## src/rtl/deq_pkg.sv

```systemverilog
// Shared types, constants and helpers for the double-ended queue with search.
// No dependencies; every other file of the block imports this package.
`timescale 1ns / 1ps

package deq_pkg;

	localparam int DEPTH = 16;
	localparam int PTR_W = $clog2(DEPTH);
	localparam int CNT_W = $clog2(DEPTH + 1);
	localparam int KIND_W = 3;
	localparam int WORD_W = 32;
	localparam int OCC_W = 5;
	localparam int IDX_W = 4;

	localparam logic [KIND_W-1:0] KIND_PUSH_FRONT = 3'd0;
	localparam logic [KIND_W-1:0] KIND_PUSH_REAR  = 3'd1;
	localparam logic [KIND_W-1:0] KIND_POP_FRONT  = 3'd2;
	localparam logic [KIND_W-1:0] KIND_POP_REAR   = 3'd3;
	localparam logic [KIND_W-1:0] KIND_SEARCH     = 3'd4;

	typedef enum logic [2:0] {
		OP_PUSH_FRONT,
		OP_PUSH_REAR,
		OP_POP_FRONT,
		OP_POP_REAR,
		OP_SEARCH,
		OP_NOP
	} op_t;

	typedef enum logic [1:0] {
		STAT_OK    = 2'd0,
		STAT_EMPTY = 2'd1,
		STAT_FULL  = 2'd2
	} status_t;

	typedef enum logic [2:0] {
		ST_IDLE,
		ST_EXEC,
		ST_SCAN,
		ST_SCAN_CHK,
		ST_ENDS,
		ST_LOAD
	} state_t;

	typedef struct packed {
		op_t                      op;
		logic signed [WORD_W-1:0] value;
	} cmd_t;

	typedef struct packed {
		status_t                  status;
		logic signed [WORD_W-1:0] front_word;
		logic signed [WORD_W-1:0] rear_word;
		logic [OCC_W-1:0]         occupancy;
		logic [IDX_W-1:0]         match_index;
		logic                     match_found;
	} res_t;

	// Circular pointer addition; both operands are below DEPTH.
	function automatic logic [PTR_W-1:0] wrap_add(input logic [PTR_W-1:0] p,
			input logic [PTR_W-1:0] off);
		logic [PTR_W:0] s;
		s = {1'b0, p} + {1'b0, off};
		if (s >= (PTR_W + 1)'(DEPTH)) begin
			s = s - (PTR_W + 1)'(DEPTH);
		end
		return s[PTR_W-1:0];
	endfunction

endpackage

```

## src/rtl/double_ended_queue_with_search_unit.sv

```systemverilog
// Top level of the double-ended queue with search.
// Depends on deq_pkg, deq_front, deq_cmdq and deq_back.
`timescale 1ns / 1ps

// A bounded double-ended queue of DEPTH (16) signed 32-bit words. Each
// transaction is one request, taken at a rising edge where start is high and
// busy is low: kind selects push at the front, push at the rear, pop at the
// front, pop at the rear or search, and value carries the word to push or to
// look for. Every request yields exactly one result, shown for a single cycle
// with done high; the receiver cannot stall it, so it must be captured then.
// The result gives the status (ok, pop while empty, push while full), the
// front and rear words after the request (zero when the queue is empty), the
// occupancy, and for a search the position from the front of the first equal
// word with match_found set; a failed search reports position zero with
// match_found clear. A push while full or a pop while empty changes nothing.
// Requests are queued two deep behind busy and carried out one at a time by
// an execution unit around a single store with one write and two read ports.
// A request other than a search passes the idle, execute, ends and load
// states; a search adds a read and a check state per word compared, since the
// store delivers one word per read and the comparison follows the registered
// read. The result is registered at the end of the load state.
// There is no clearing pass after reset: unused cells never reach a result.

module double_ended_queue_with_search_unit
	import deq_pkg::*;
(
	input  logic                     clk,
	input  logic                     arst_n,
	input  logic                     start,
	output logic                     busy,
	input  logic [KIND_W-1:0]        kind,
	input  logic signed [WORD_W-1:0] value,
	output logic                     done,
	output logic [1:0]               status,
	output logic signed [WORD_W-1:0] front_word,
	output logic signed [WORD_W-1:0] rear_word,
	output logic [OCC_W-1:0]         occupancy,
	output logic [IDX_W-1:0]         match_index,
	output logic                     match_found
);

	// Front end to queue.
	logic q_push;
	cmd_t q_push_cmd;
	logic q_full;

	// Queue to execution unit.
	logic q_pop;
	cmd_t q_pop_cmd;
	logic q_empty;

	res_t res;

	deq_front u_front (
		.start (start),
		.busy  (busy),
		.kind  (kind),
		.value (value),
		.q_full(q_full),
		.q_push(q_push),
		.q_cmd (q_push_cmd)
	);

	deq_cmdq u_cmdq (
		.clk     (clk),
		.arst_n  (arst_n),
		.push    (q_push),
		.push_cmd(q_push_cmd),
		.full    (q_full),
		.pop     (q_pop),
		.pop_cmd (q_pop_cmd),
		.empty   (q_empty)
	);

	deq_back u_back (
		.clk    (clk),
		.arst_n (arst_n),
		.q_empty(q_empty),
		.q_cmd  (q_pop_cmd),
		.q_pop  (q_pop),
		.done   (done),
		.res    (res)
	);

	// The result register sits in the execution unit; unpack it onto the ports.
	assign status = res.status;
	assign front_word = res.front_word;
	assign rear_word = res.rear_word;
	assign occupancy = res.occupancy;
	assign match_index = res.match_index;
	assign match_found = res.match_found;

endmodule

```

## src/rtl/deq_front.sv

```systemverilog
// Request front end: takes transactions in and decodes the kind code.
// Depends on deq_pkg; feeds the command queue deq_cmdq.
`timescale 1ns / 1ps

module deq_front
	import deq_pkg::*;
(
	input  logic                     start,
	output logic                     busy,
	input  logic [KIND_W-1:0]        kind,
	input  logic signed [WORD_W-1:0] value,
	input  logic                     q_full,
	output logic                     q_push,
	output cmd_t                     q_cmd
);

	op_t op;

	always_comb begin
		unique case (kind)
			KIND_PUSH_FRONT: op = OP_PUSH_FRONT;
			KIND_PUSH_REAR:  op = OP_PUSH_REAR;
			KIND_POP_FRONT:  op = OP_POP_FRONT;
			KIND_POP_REAR:   op = OP_POP_REAR;
			KIND_SEARCH:     op = OP_SEARCH;
			default:         op = OP_NOP;
		endcase
	end

	assign busy = q_full;
	assign q_push = start && !q_full;
	assign q_cmd = '{op: op, value: value};

endmodule

```

## src/rtl/deq_cmdq.sv

```systemverilog
// Two-entry command queue between the front end and the execution unit.
// Depends on deq_pkg for the command type.
`timescale 1ns / 1ps

module deq_cmdq
	import deq_pkg::*;
(
	input  logic clk,
	input  logic arst_n,
	input  logic push,
	input  cmd_t push_cmd,
	output logic full,
	input  logic pop,
	output cmd_t pop_cmd,
	output logic empty
);

	cmd_t       slot_q [2];
	logic       wr_ptr_q;
	logic       rd_ptr_q;
	logic [1:0] fill_q;

	assign full = (fill_q == 2'd2);
	assign empty = (fill_q == 2'd0);
	assign pop_cmd = slot_q[rd_ptr_q];

	always_ff @(posedge clk) begin
		if (push) begin
			slot_q[wr_ptr_q] <= push_cmd;
		end
	end

	always_ff @(posedge clk or negedge arst_n) begin
		if (!arst_n) begin
			wr_ptr_q <= 1'b0;
			rd_ptr_q <= 1'b0;
			fill_q <= 2'd0;
		end else begin
			if (push) begin
				wr_ptr_q <= !wr_ptr_q;
			end
			if (pop) begin
				rd_ptr_q <= !rd_ptr_q;
			end
			if (push && !pop) begin
				fill_q <= fill_q + 2'd1;
			end else if (pop && !push) begin
				fill_q <= fill_q - 2'd1;
			end
		end
	end

endmodule

```

## src/rtl/deq_back.sv

```systemverilog
// Execution unit: holds the word store and the end pointers, carries out each
// command and forms the result. Depends on deq_pkg.
`timescale 1ns / 1ps

module deq_back
	import deq_pkg::*;
(
	input  logic clk,
	input  logic arst_n,
	input  logic q_empty,
	input  cmd_t q_cmd,
	output logic q_pop,
	output logic done,
	output res_t res
);

	state_t state_q, state_d;

	logic signed [WORD_W-1:0] mem_q [DEPTH];
	logic signed [WORD_W-1:0] rd_a_q;
	logic signed [WORD_W-1:0] rd_b_q;

	cmd_t             cmd_q;
	logic [PTR_W-1:0] head_q;
	logic [CNT_W-1:0] count_q;
	logic [PTR_W-1:0] k_q;
	logic [PTR_W-1:0] idx_q;
	logic             found_q;
	status_t          status_q;
	logic             done_q;
	res_t             res_q;

	logic             is_full;
	logic             is_empty;
	logic             k_last;
	logic             hit;
	logic             mem_we;
	logic [PTR_W-1:0] mem_wa;
	logic [PTR_W-1:0] rd_a_addr;
	logic [PTR_W-1:0] rd_b_addr;

	assign is_full = (count_q == CNT_W'(DEPTH));
	assign is_empty = (count_q == '0);
	assign k_last = ((CNT_W'(k_q) + CNT_W'(1)) == count_q);
	assign hit = (rd_a_q == cmd_q.value);

	always_comb begin
		state_d = state_q;
		unique case (state_q)
			ST_IDLE: begin
				if (!q_empty) begin
					state_d = ST_EXEC;
				end
			end
			ST_EXEC: begin
				if (cmd_q.op == OP_SEARCH && !is_empty) begin
					state_d = ST_SCAN;
				end else begin
					state_d = ST_ENDS;
				end
			end
			ST_SCAN:     state_d = ST_SCAN_CHK;
			ST_SCAN_CHK: begin
				if (hit || k_last) begin
					state_d = ST_ENDS;
				end else begin
					state_d = ST_SCAN;
				end
			end
			ST_ENDS:     state_d = ST_LOAD;
			ST_LOAD:     state_d = ST_IDLE;
			default:     state_d = ST_IDLE;
		endcase
	end

	always_comb begin
		q_pop = 1'b0;
		mem_we = 1'b0;
		mem_wa = wrap_add(head_q, PTR_W'(DEPTH - 1));
		rd_a_addr = head_q;
		rd_b_addr = wrap_add(head_q, PTR_W'(count_q - CNT_W'(1)));
		unique case (state_q)
			ST_IDLE: q_pop = !q_empty;
			ST_EXEC: begin
				if (cmd_q.op == OP_PUSH_FRONT) begin
					mem_we = !is_full;
				end else if (cmd_q.op == OP_PUSH_REAR) begin
					mem_we = !is_full;
					mem_wa = wrap_add(head_q, PTR_W'(count_q));
				end
			end
			ST_SCAN: rd_a_addr = wrap_add(head_q, k_q);
			default: ;
		endcase
	end

	always_ff @(posedge clk) begin
		if (mem_we) begin
			mem_q[mem_wa] <= cmd_q.value;
		end
		rd_a_q <= mem_q[rd_a_addr];
		rd_b_q <= mem_q[rd_b_addr];
	end

	always_ff @(posedge clk) begin
		if (q_pop) begin
			cmd_q <= q_cmd;
		end
		if (state_q == ST_LOAD) begin
			res_q.status <= status_q;
			res_q.front_word <= is_empty ? '0 : rd_a_q;
			res_q.rear_word <= is_empty ? '0 : rd_b_q;
			res_q.occupancy <= OCC_W'(count_q);
			res_q.match_index <= IDX_W'(idx_q);
			res_q.match_found <= found_q;
		end
	end

	always_ff @(posedge clk or negedge arst_n) begin
		if (!arst_n) begin
			state_q <= ST_IDLE;
			head_q <= '0;
			count_q <= '0;
			k_q <= '0;
			idx_q <= '0;
			found_q <= 1'b0;
			status_q <= STAT_OK;
			done_q <= 1'b0;
		end else begin
			state_q <= state_d;
			done_q <= (state_q == ST_LOAD);
			if (state_q == ST_EXEC) begin
				status_q <= STAT_OK;
				k_q <= '0;
				idx_q <= '0;
				found_q <= 1'b0;
				case (cmd_q.op)
					OP_PUSH_FRONT: begin
						if (is_full) begin
							status_q <= STAT_FULL;
						end else begin
							head_q <= wrap_add(head_q, PTR_W'(DEPTH - 1));
							count_q <= count_q + CNT_W'(1);
						end
					end
					OP_PUSH_REAR: begin
						if (is_full) begin
							status_q <= STAT_FULL;
						end else begin
							count_q <= count_q + CNT_W'(1);
						end
					end
					OP_POP_FRONT: begin
						if (is_empty) begin
							status_q <= STAT_EMPTY;
						end else begin
							head_q <= wrap_add(head_q, PTR_W'(1));
							count_q <= count_q - CNT_W'(1);
						end
					end
					OP_POP_REAR: begin
						if (is_empty) begin
							status_q <= STAT_EMPTY;
						end else begin
							count_q <= count_q - CNT_W'(1);
						end
					end
					default: ;
				endcase
			end else if (state_q == ST_SCAN_CHK) begin
				if (hit) begin
					found_q <= 1'b1;
					idx_q <= k_q;
				end else begin
					k_q <= k_q + PTR_W'(1);
				end
			end
		end
	end

	assign done = done_q;
	assign res = res_q;

	a_count_bound: assert property (@(posedge clk) disable iff (!arst_n)
		count_q <= CNT_W'(DEPTH))
		else $error("occupancy beyond the store depth");

	a_done_pulse: assert property (@(posedge clk) disable iff (!arst_n)
		done_q |=> !done_q)
		else $error("result strobe held for more than one cycle");

	a_found_ok: assert property (@(posedge clk) disable iff (!arst_n)
		done_q && res_q.match_found |-> res_q.status == STAT_OK)
		else $error("match reported with a failure status");

	a_exec_after_pop: assert property (@(posedge clk) disable iff (!arst_n)
		state_q == ST_IDLE && !q_empty |=> state_q == ST_EXEC)
		else $error("command taken from the queue but not executed");

endmodule

```

## config.mk

```make
export PLATFORM = sky130hd
export DESIGN_NAME = double_ended_queue_with_search_unit
export DESIGN_NICKNAME = d
export VERILOG_FILES = /design/src/rtl/deq_pkg.sv /design/src/rtl/double_ended_queue_with_search_unit.sv /design/src/rtl/deq_front.sv /design/src/rtl/deq_cmdq.sv /design/src/rtl/deq_back.sv
export SDC_FILE = /design/constraint.sdc
export NUM_CORES = 1
export LEC_CHECK = 0
export BUFFER_PORTS_ARGS = -buffer_cell sky130_fd_sc_hd__buf_2
export CORE_UTILIZATION = 30
export CTS_CLUSTER_DIAMETER = 120
export DETAILED_ROUTE_END_ITERATION = 8
export GPL_TIMING_DRIVEN = 0
export PLACE_DENSITY_LB_ADDON = 0.15
export SLEW_MARGIN = 15
export SYNTH_ARGS = -nofsm -noshare
export SYNTH_HDL_FRONTEND = slang
export SYNTH_SLANG_ARGS = --single-unit
```

## constraint.sdc

```tcl
create_clock -name clk -period 6.6 [get_ports clk]
set_clock_uncertainty 0.15 [all_clocks]
set_input_delay 0.33 -clock clk [delete_from_list [all_inputs] [get_ports clk]]
set_output_delay 0.33 -clock clk [all_outputs]
set_load 0.01 [all_outputs]
```

After elaboration in Yosys (flattened, before gate mapping)
Memories as Yosys holds them, arrays and structs flattened. A register that Yosys moved wholly into a read port is not among the register bits.
Cells that the tools add are included.
Word-level totals
  bits in registers: 104
  bits in latches: 0
  memory bits (writable): 582
  ROM bits: 0
  memories kept: 2
Operators by class
  add/sub/neg operators: 16
  multiply operators: 0
  div/mod/pow operators: 0
  $lt $le $gt $ge: 5
  equal/unequal tests: 23
  shift operators: 0
  muxes and demuxes: 42
  bitwise gates (word level): 0
  reduce and logical (&&, ||, !) cells: 29
Memories
  u_back.mem_q: words 16, bits a word 32, read ports 2, clocked after memory_dff 2, write ports 1, line deq_back.sv:19  | logic signed [WORD_W-1:0] mem_q [DEPTH];
  u_cmdq.slot_q: words 2, bits a word 35, read ports 1, clocked after memory_dff 1, write ports 1, line deq_cmdq.sv:18  | cmd_t slot_q [2];
Operators by type and width (count)
  two-way mux 4 bit: 17
  equality test 32 bit: 1
  one-hot mux 3 bit (5 select lines): 2
  >= comparator 5 bit (second input constant): 5
  subtractor 4 x 1 -> 4 bit (second input constant): 5
  equality test 3 x 2 -> 1 bit (second input constant): 6
  adder 4 x 4 -> 5 bit: 3
  equality test 3 bit (second input constant): 4
  two-way mux 1 bit: 12
  inequality test 2 bit (second input constant): 6
  adder 4 x 1 -> 5 bit (second input constant): 2
  two-way mux 5 bit: 2
  one-hot mux 5 bit (2 select lines): 1
  nonzero test 2 bit: 5
  equality test 3 x 1 -> 1 bit (second input constant): 3
  zero test 3 bit: 3
  two-way mux 3 bit: 3
  zero test 1 bit: 8
  one-hot mux 4 bit (2 select lines): 1
  AND reduction 4 bit: 2
  two-way mux 2 bit: 3
  adder 4 x 4 -> 5 bit (second input constant): 1
  adder 5 x 1 -> 5 bit (second input constant): 1
  equality test 5 bit: 1
  13 further kinds: 18

Longest topological paths before layout
Gate-level depths: netlist of the first run.
  word-level depth: 7
  mapped depth: 11
  gate-level depth less buffers: 9

Cells and area by module
Synthesis of the first run repeated with hierarchy kept, for this count alone.
Second synthesis, totals
  cell total of the unflattened synthesis: 2229
  area total of the unflattened synthesis: 34081.4 um^2
By module, submodules not included
  deq_back: times used 1, cells each 2067, area each 30947.2 um^2, sequential area each 20589.7 um^2
  deq_cmdq: times used 1, cells each 125, area each 2862.7 um^2, sequential area each 2202.1 um^2
  deq_front: times used 1, cells each 37, area each 271.5 um^2, sequential area each 0.0 um^2

Worst setup path after synthesis of the first run
No wires, ideal clock.
  path kind: reg-to-reg
  from: reg u_back.state_q[1]
  to: reg u_cmdq.fill_q[1]
  setup time: 0.079 ns
  arrival time: 5.068 ns
  data required time: 6.371 ns
  setup slack: 1.303 ns
  cell stages (with the launch flop): 8
  cells stage by stage: dfrtp_1 > buf_4 > nor4_1 > inv_1 > ha_1 > xor2_1 > nor2_1 > xor2_1
Between the ends
  word-level cells in the longest chain between the ends: 5
  elaborated cells between the ends (all ways): 7
  classes of those cells: 2 x mux; 5 x reduce/logical
RTL lines
  from (decl): line deq_back.sv:17  | state_t state_q, state_d;
  from (signal assigned): line deq_back.sv:130  | state_q <= state_d;
  zero test 3 bit (*): line deq_back.sv:82  | unique case (state_q)
  two-way mux 1 bit (*): line deq_back.sv:82
  net q_pop: line double_ended_queue_with_search_unit.sv:48  | logic q_pop;
  zero test 1 bit: line deq_cmdq.sv:45  | if (push && !pop) begin
  logical AND 1 bit: line deq_cmdq.sv:45
  two-way mux 2 bit or nonzero test 2 bit (tied branches)
  to (signal assigned): line deq_cmdq.sv:46  | fill_q <= fill_q + 2'd1;
  to (signal assigned): line deq_cmdq.sv:48  | fill_q <= fill_q - 2'd1;
  to (decl): line deq_cmdq.sv:21  | logic [1:0] fill_q;
The timed path passes the listed nets; every way through them passes the cells marked *.
A chain may end at the register's enable or synchronous reset.

Final worst setup path of the first run
  from: reg u_back.head_q[1]
  to: reg u_back.rd_b_q[23], read port of u_back.mem_q
Between the ends
  word-level cells in the longest chain between the ends: 3
  elaborated cells between the ends (all ways): 4
  classes of those cells: 2 x add/sub; 1 x order compare; 1 x mux
RTL lines
  from (decl): line deq_back.sv:24  | logic [PTR_W-1:0] head_q;
  from (signal assigned): line deq_back.sv:142  | head_q <= wrap_add(head_q, PTR_W'(DEPTH - 1));
  from (signal assigned): line deq_back.sv:157  | head_q <= wrap_add(head_q, PTR_W'(1));
  adder 4 x 4 -> 5 bit (*): line deq_pkg.sv:63  | s = {1'b0, p} + {1'b0, off};
  subtractor 4 x 1 -> 4 bit or >= comparator 5 bit (tied branches): line deq_pkg.sv:65, deq_pkg.sv:64
  two-way mux 4 bit (*): line deq_pkg.sv:64  | if (s >= (PTR_W + 1)'(DEPTH)) begin
  to (decl): line deq_back.sv:21  | logic signed [WORD_W-1:0] rd_b_q;
Mark *: on every way between the ends. The rest lies on a longest branch, timed or not.

==> impl_metrics.csv, run 1 <==
group,metric,value,unit
sta,period_needed,5.071,ns
layout,nFillCells,10700,
sta,finalMaxSlewViolations,0,
yosys,synthArstFlopShare,3.567,%
route,drt_iter0_markers,2133,
route,firstDrtPassIters,6,
floorplanning,start_util,30.43,%
yosys,ys_seq_area_share,67.21,%
pwr,pwr-share-seq,30.5,%
layout,fin_nets,2572,
global_route,track_usage,19.42,%
sta,worstMarginPinSlew,1.208,ns
layout,regArea,22790,µm²
pwr,switching_power,0.01039,W
route,ant_nets,0,
floorplanning,rows,122,
floorplanning,dieArea,114400,µm²
clock_network,clkSlewWorstSetupHoldPaths,0.06,ns
pwr,swShare,41.36,%
sta,setup_violations,0,
global_route,grt_pass1_vias,21910,
pwr,p_leak,13.79,nW
route,drt-total-wl,112.5,mm
clock_network,root_buffer,"clkbuf_16",
layout,instances_no_fill,4082,
pwr,internal_power,0.01473,W
clock_network,cts_max_level,3,
route,dr_total_vias,21190,
yosys,ys_types,66,
yosys,synth_edf_count,693,
pwr,pwr-share-comb,49.5,%
sta,timing.final.ws_setup,1.529,ns
yosys,ys_seq_elements,785,
global_route,globalRouteOverflowTotal,0,
floorplanning,top_level_ports,116,
pwr,powerDensity,619.3,nW/µm²
min_path,hold_path.class,"in -> async",
floorplanning,die_x,338.2,µm
route,viasPerCell,5.191,
route,drc,0,
placement,dpl.hpwl,80.26,mm
floorplanning,core_area,111400,µm²
global_route,grt_max_degree,51,
yosys,avgSynthCellArea,15.54,µm²
placement,place.gp.congestion,0.8432,
sta,timing.hold.ws,0.1051,ns
sta,hold_viol_final,0,
placement,port_buffers,115,
sta,slew_headroom,19.46,%
critical_path,cp_max_fo,10,
sta,rsz0062_at_grt,"no",
floorplanning,die_h,338.2,µm
clock_network,clock-sinks,785,
placement,dp_cells,3873,
layout,multi_input_area,10380,µm²
yosys,synth_cells,2182,
clock_network,cts_inserted_buffers,90,
flow_run,cap_violations,0,
clock_network,cts_setup_buffers,0,
layout,drive_gt1_share,25.07,%
yosys,syn_area,33910,µm²
clock_network,worstSkewPairLatency,0.67,ns
yosys,synthFlopType,"edfxtp_1",
clock_network,cts_tree,"yes",
critical_path,required,6.94,ns
run_status,status,"finished, final reports clean",
critical_path,path_class,"reg -> reg",
route,wl_per_cell,27.57,µm
sta,tns,0,ns
sta,fmaxAchievable,197.2,MHz
yosys,syn-num-nets,2239,
global_route,grt_pass1_wl,160.1,mm
pwr,vdd_drop_max,0.0004378,V
layout,area_growth,19.59,%
global_route,antenna_found_initial,2,
critical_path,cp-start-kind,"register",
critical_path,critPathArrivalTime,5.41,ns
pwr,p_clk_share,20.0,%
pwr,total_power,0.02512,W
placement,dp_slack,1.570,ns
clock_network,cts_buffer_depth,3,
yosys,yosys_warnings,0,
critical_path,cp-end-kind,"register",
sta,finalCritPeriodShare,76.84,%
[per-layer routing]
layer / track usage, % / vias to the layer above / routed length (µm)
li1: - / 9186 / -
met1: 25.74 / 10960 / 47930
met2: 32.26 / 867 / 54490
met3: 3.431 / 175 / 7314
met4: 6.013 / 2 / 2791
met5: 0 / - / 13
[metrics by stage]
step	instance area (µm²)	util, %
after floorplan	33910	-
final	40560	36.40
after CTS	40550	36.39
after detailed placement	37210	33.40
after global routing	40560	36.39
after global placement	36350	32.62
[cells in the mapped netlist (all sizes together), types with 2 or more instances]
cell type  instances  share of area, %
a32oi             61               1.6
nor4b              2             0.096
nor2              23              0.26
dfxtp             64               3.8
a311oi             2             0.052
nand4              6              0.11
or3b               2             0.052
clkbuf            54              0.60
nor2b             69               1.3
a22oi              2             0.044
ha                16              0.59
nand2b             7              0.13
and3               2             0.037
a22o               2             0.052
mux2              38               1.3
mux2i             71               2.1
o21ai             41              0.61
mux4             160                11
nor3              22              0.36
xor2              45               1.2
nor4              11              0.20
a21o               5              0.11
nand3             78               1.2
a21oi             76               1.2
nand2            345               3.8
xnor2             19              0.51
o21a              32              0.71
a211oi             4             0.089
nor3b              3             0.081
a31oi             66               1.3
inv               16              0.18
fa                 3              0.18
edfxtp           693                61
dfrtp             28               2.1
o211ai             3             0.066
buf               97               1.8
[cells by family (layout without fill, tap and decap cells)]
kind of cell / count (synthesis) / in the layout / synth area share [%]
other cells: 0 / 1 / 0
compound gates: 304 / 304 / 5.992
mux: 269 / 269 / 14.15
fa+ha+maj: 19 / 19 / 0.7674
xor+xnor: 64 / 64 / 1.697
simple gates: 574 / 574 / 7.659
buf+inv: 167 / 578 / 2.527
flops: 785 / 785 / 67.21
[state kept, by name, indices dropped and copies added, names as in the netlist, 2 cells and up]
signal	count
u_back.rd_a_q	32
u_back.idx_q	4
u_back.count_q	5
u_back.head_q	4
u_back.state_q	3
u_cmdq.slot_q	70
u_back.mem_q	512
u_back.status_q	2
u_back.res	76
u_back.k_q	4
u_cmdq.fill_q	2
u_back.rd_b_q	32
u_back.cmd_q	35
[repair_timing]
item	in CTS	in global routing
endpoints found under the hold margin	99	0
setup endpoints to repair	0	0
hold buffers	38	0
gates resized for setup	0	0
[power by group through the flow]
stage / combinational [W] / clock (W) / sequential (W)
floorplan: 0.00755 / 0 / 0.00752
global placement: 0.0123 / 0 / 0.00768
detailed placement: 0.0125 / 0 / 0.00777
CTS: 0.0126 / 0.00515 / 0.00768
global route: 0.0131 / 0.00532 / 0.00778
finish: 0.0124 / 0.00502 / 0.00767
[worst max-delay path, cell delays in order (launching register included)]
cell,delay (ns)
dfrtp_1,0.48
clkbuf_1,0.49
inv_1,0.32
fa_1,0.65
clkbuf_1,0.76
clkbuf_1,0.96
mux4_2,0.44
mux4_1,0.62
[placed cells by master (no fill, tap or decap), drive strengths merged, types with 3 or more instances in the layout]
cell type	synthesis	final
edfxtp	693	693
nand2	345	345
buf	97	300
clkbuf	54	172
mux4	160	160
nand3	78	78
a21oi	76	76
mux2i	71	71
nor2b	69	69
a31oi	66	66
dfxtp	64	64
a32oi	61	61
xor2	45	45
o21ai	41	41
dlygate4sd3	0	38
mux2	38	38
clkinv	0	34
o21a	32	32
dfrtp	28	28
nor2	23	23
nor3	22	22
xnor2	19	19
inv	16	18
ha	16	16
nor4	11	11
clkinvlp	0	8
bufinv	0	8
nand2b	7	7
nand4	6	6
a21o	5	5
a211oi	4	4
o211ai	3	3
fa	3	3
nor3b	3	3
[cell type report]
cell class / count / area share, %
repair buffers: 241 / 4.199
flip-flops and latches: 785 / 56.20
plain buffers: 151 / 1.974
inverters: 16 / 0.1481
multi-input cells: 1230 / 25.59
well taps: 1488 / 4.590
diodes: 1 / 0.006170
clock buffers: 118 / 6.065
clock inverters: 52 / 1.234
[final timing paths]
kind                                                from                        endpoint  slack, ns  cells after the start
setup / recovery            u_back.head_q[1]$_DFFE_PN0P_       u_back.rd_b_q[23]$_DFF_P_       1.53                      7
hold / removal                                    arst_n     u_cmdq.wr_ptr_q$_DFFE_PN0P_       0.11                      2
setup reg to reg            u_back.head_q[1]$_DFFE_PN0P_       u_back.rd_b_q[23]$_DFF_P_       1.53                      7
hold reg to reg            u_back.count_q[4]$_DFFE_PN0P_         u_back.res[9]$_DFFE_PP_       0.31                      0
max in group asynchronous                         arst_n   u_back.count_q[4]$_DFFE_PN0P_       5.74                      2
min in group clk                               value[19]  u_cmdq.slot_q[1][19]$_DFFE_PP_       0.23                      2
No activity file was read; power rests on OpenSTA's default activity.
==> run 2: changes to the inputs <==
==> constraint.sdc (replaced) <==
create_clock -name clk -period 5.25 [get_ports clk]
set_clock_uncertainty 0.15 [all_clocks]
set_input_delay 0.2625 -clock clk [delete_from_list [all_inputs] [get_ports clk]]
set_output_delay 0.2625 -clock clk [all_outputs]
set_load 0.01 [all_outputs]
==> run 2 against run 1 <==
Design area grew 0.16%. Maximum frequency grew 2.2%. Power grew 27%. Die area is the same. Sequential power grew 26%. Setup slack lost 1.2 ns. Non-clock buffer count shrank 7. Routed wire length shrank 0.31%. Core utilization grew 0.057 points. Register-to-register slack lost 1.2 ns. Largest cell class unchanged.
==> impl_metrics.csv, run 2 (same netlist as run 1, synthesis figures left out) <==
group,metric,value,unit
route,firstDrtPassIters,5,
floorplanning,dieArea,114400,µm²
layout,drive_gt1_share,25.36,%
floorplanning,top_level_ports,116,
pwr,total_power,0.03181,W
clock_network,clkSlewWorstSetupHoldPaths,0.06,ns
critical_path,path_cells,"clkbuf_1 > inv_1 > fa_1 > clkbuf_1 > clkbuf_1 > mux4_2 > mux4_1",
clock_network,worstSkewPairLatency,0.66,ns
route,ant_nets,0,
sta,period_needed,4.963,ns
layout,largest_register_ff_count,512,
layout,fin_util,36.45,%
sta,setup_violations,0,
pwr,powerDensity,783.1,nW/µm²
critical_path,rrSetupSlack,0.29,ns
critical_path,critPathTopFamily,"buffers and inverters",
sta,worstMarginPinSlew,1.259,ns
pwr,p_clk_share,20.7,%
critical_path,reg2reg_to,"u_back.rd_b_q[12]$_DFF_P_",
route,viasPerCell,5.210,
placement,port_buffers,115,
sta,rsz0062_at_grt,"no",
critical_path,r2r_cells,7,
critical_path,cpPeakStageDelay,0.87,ns
placement,place.gp.congestion,0.8511,
critical_path,crit_top_cell,"clkbuf_1",
sta,finalCritPeriodShare,94.54,%
layout,fin_nets,2564,
critical_path,critPathBufInv,4,
global_route,antenna_found_initial,5,
placement,dpl.hpwl,80.20,mm
critical_path,worst_path_max_delay_cell,"clkbuf_1",
clock_network,cts_max_level,3,
pwr,switching_power,0.01310,W
route,drc,0,
floorplanning,rows,122,
sta,hold_viol_final,0,
critical_path,path_class,"reg -> reg",
critical_path,required,5.59,ns
critical_path,cp_max_fo,10,
layout,area_growth,19.78,%
placement,dp_slack,0.2347,ns
clock_network,cts-resized-gates,0,
sta,timing.final.ws_setup,0.2867,ns
critical_path,critPathArrivalTime,5.30,ns
critical_path,crit_path_start,"u_back.head_q[1]$_DFFE_PN0P_",
floorplanning,start_util,30.43,%
layout,mostFrequentLayoutCells,"693 x edfxtp_1, 345 x nand2_1, 182 x buf_2, 146 x mux4_2, 90 x clkbuf_16",
route,drt-total-wl,112.2,mm
floorplanning,die_x,338.2,µm
sta,finalMaxSlewViolations,0,
floorplanning,core_area,111400,µm²
pwr,vdd_drop_max,0.0004587,V
global_route,grt_pass1_wl,159.9,mm
pwr,swShare,41.17,%
critical_path,cp.depth,7,
layout,largest-register,"u_back.mem_q",
global_route,globalRouteOverflowTotal,0,
flow_run,cap_violations,0,
clock_network,root_buffer,"clkbuf_16",
clock_network,clock-sinks,785,
critical_path,cp-start-kind,"register",
pwr,pwr-share-seq,30.4,%
route,dr_total_vias,21220,
critical_path,crit_path_end,"u_back.rd_b_q[12]$_DFF_P_",
sta,fmaxAchievable,201.5,MHz
min_path,hold_path.class,"in -> async",
sta,slew_headroom,15.21,%
critical_path,cp-end-kind,"register",
clock_network,cts_buffer_depth,3,
clock_network,cts_tree,"yes",
global_route,grt_max_degree,45,
pwr,pwr-share-comb,48.9,%
run_status,status,"finished, final reports clean",
layout,final_common_cell,"edfxtp_1",
clock_network,cts_inserted_buffers,89,
global_route,track_usage,19.35,%
global_route,grt_pass1_vias,21840,
layout,nFillCells,10660,
route,wl_per_cell,27.55,µm
floorplanning,die_h,338.2,µm
route,drt_iter0_markers,2231,
pwr,p_leak,13.83,nW
pwr,internal_power,0.01871,W
critical_path,rr_startpoint,"u_back.head_q[1]$_DFFE_PN0P_",
-- run 2: cell types whose count changed in the layout (fill, tap and decap cells not counted), sizes merged --
cell      before  now
clkinv        34   37
clkinvlp       8    6
diode          1    2
buf          300  293
clkbuf       172  163
bufinv         8   12
inv           18   19
-- run 2: layout make-up --
type / count / area [µm²] / area share [%]
Inverter: 16 / 60.06 / 0.1478
Multi-Input combinational cell: 1230 / 10380 / 25.55
Clock inverter: 58 / 649.4 / 1.599
Buffer: 151 / 800.8 / 1.971
Clock buffer: 109 / 2434 / 5.991
Timing Repair Buffer: 234 / 1639 / 4.035
Tap cell: 1488 / 1862 / 4.583
Sequential cell: 785 / 22790 / 56.11
Antenna cell: 2 / 5.005 / 0.01232
-- run 2: what timing repair did --
item / 4_1_cts / 5_1_grt
setup buffers: 0 / 0
hold buffers: 38 / 0
endpoints found under the hold margin: 100 / 0
-- run 2: power by group through the flow --
stage / clock network [W] / logic (W) / registers (W)
finish: 0.00657 / 0.0156 / 0.00967
floorplan: 0 / 0.00949 / 0.00945
detailed placement: 0 / 0.0156 / 0.00981
global placement: 0 / 0.0154 / 0.00983
global route: 0.00694 / 0.0164 / 0.00981
CTS: 0.00671 / 0.0158 / 0.00968
-- run 2: worst min path at each step --
stage           start                             to  slack (ns)
2_1_floorplan  arst_n  u_back.count_q[0]$_DFFE_PN0P_       -0.18
3_3_place_gp   arst_n    u_cmdq.wr_ptr_q$_DFFE_PN0P_        0.20
3_5_place_dp   arst_n    u_cmdq.wr_ptr_q$_DFFE_PN0P_        0.20
4_1_cts        arst_n    u_cmdq.rd_ptr_q$_DFFE_PN0P_        0.02
5_1_grt        arst_n    u_cmdq.rd_ptr_q$_DFFE_PN0P_        0.06
6_report       arst_n    u_cmdq.rd_ptr_q$_DFFE_PN0P_        0.03
-- run 2: metal layers --
layer	track usage, %	part of all wire [%]
met1	26.77	44
met2	31.39	47
met3	2.886	6.5
met4	5.625	2.4
met5	0	0
-- run 2: through the flow --
stage | hold WS, ns | setup TNS [ns] | std cells | instance area [µm²]
2_1_floorplan | -0.1831 | 0 | 2182 | 33920
4_1_cts | 0.01623 | 0 | 4071 | 40620
3_5_place_dp | 0.1981 | 0 | 3866 | 37150
3_3_place_gp | 0.1970 | -1676.20 | 3785 | 36360
6_report | 0.03332 | 0 | 4073 | 40620
5_1_grt | 0.05742 | 0 | 4072 | 40620
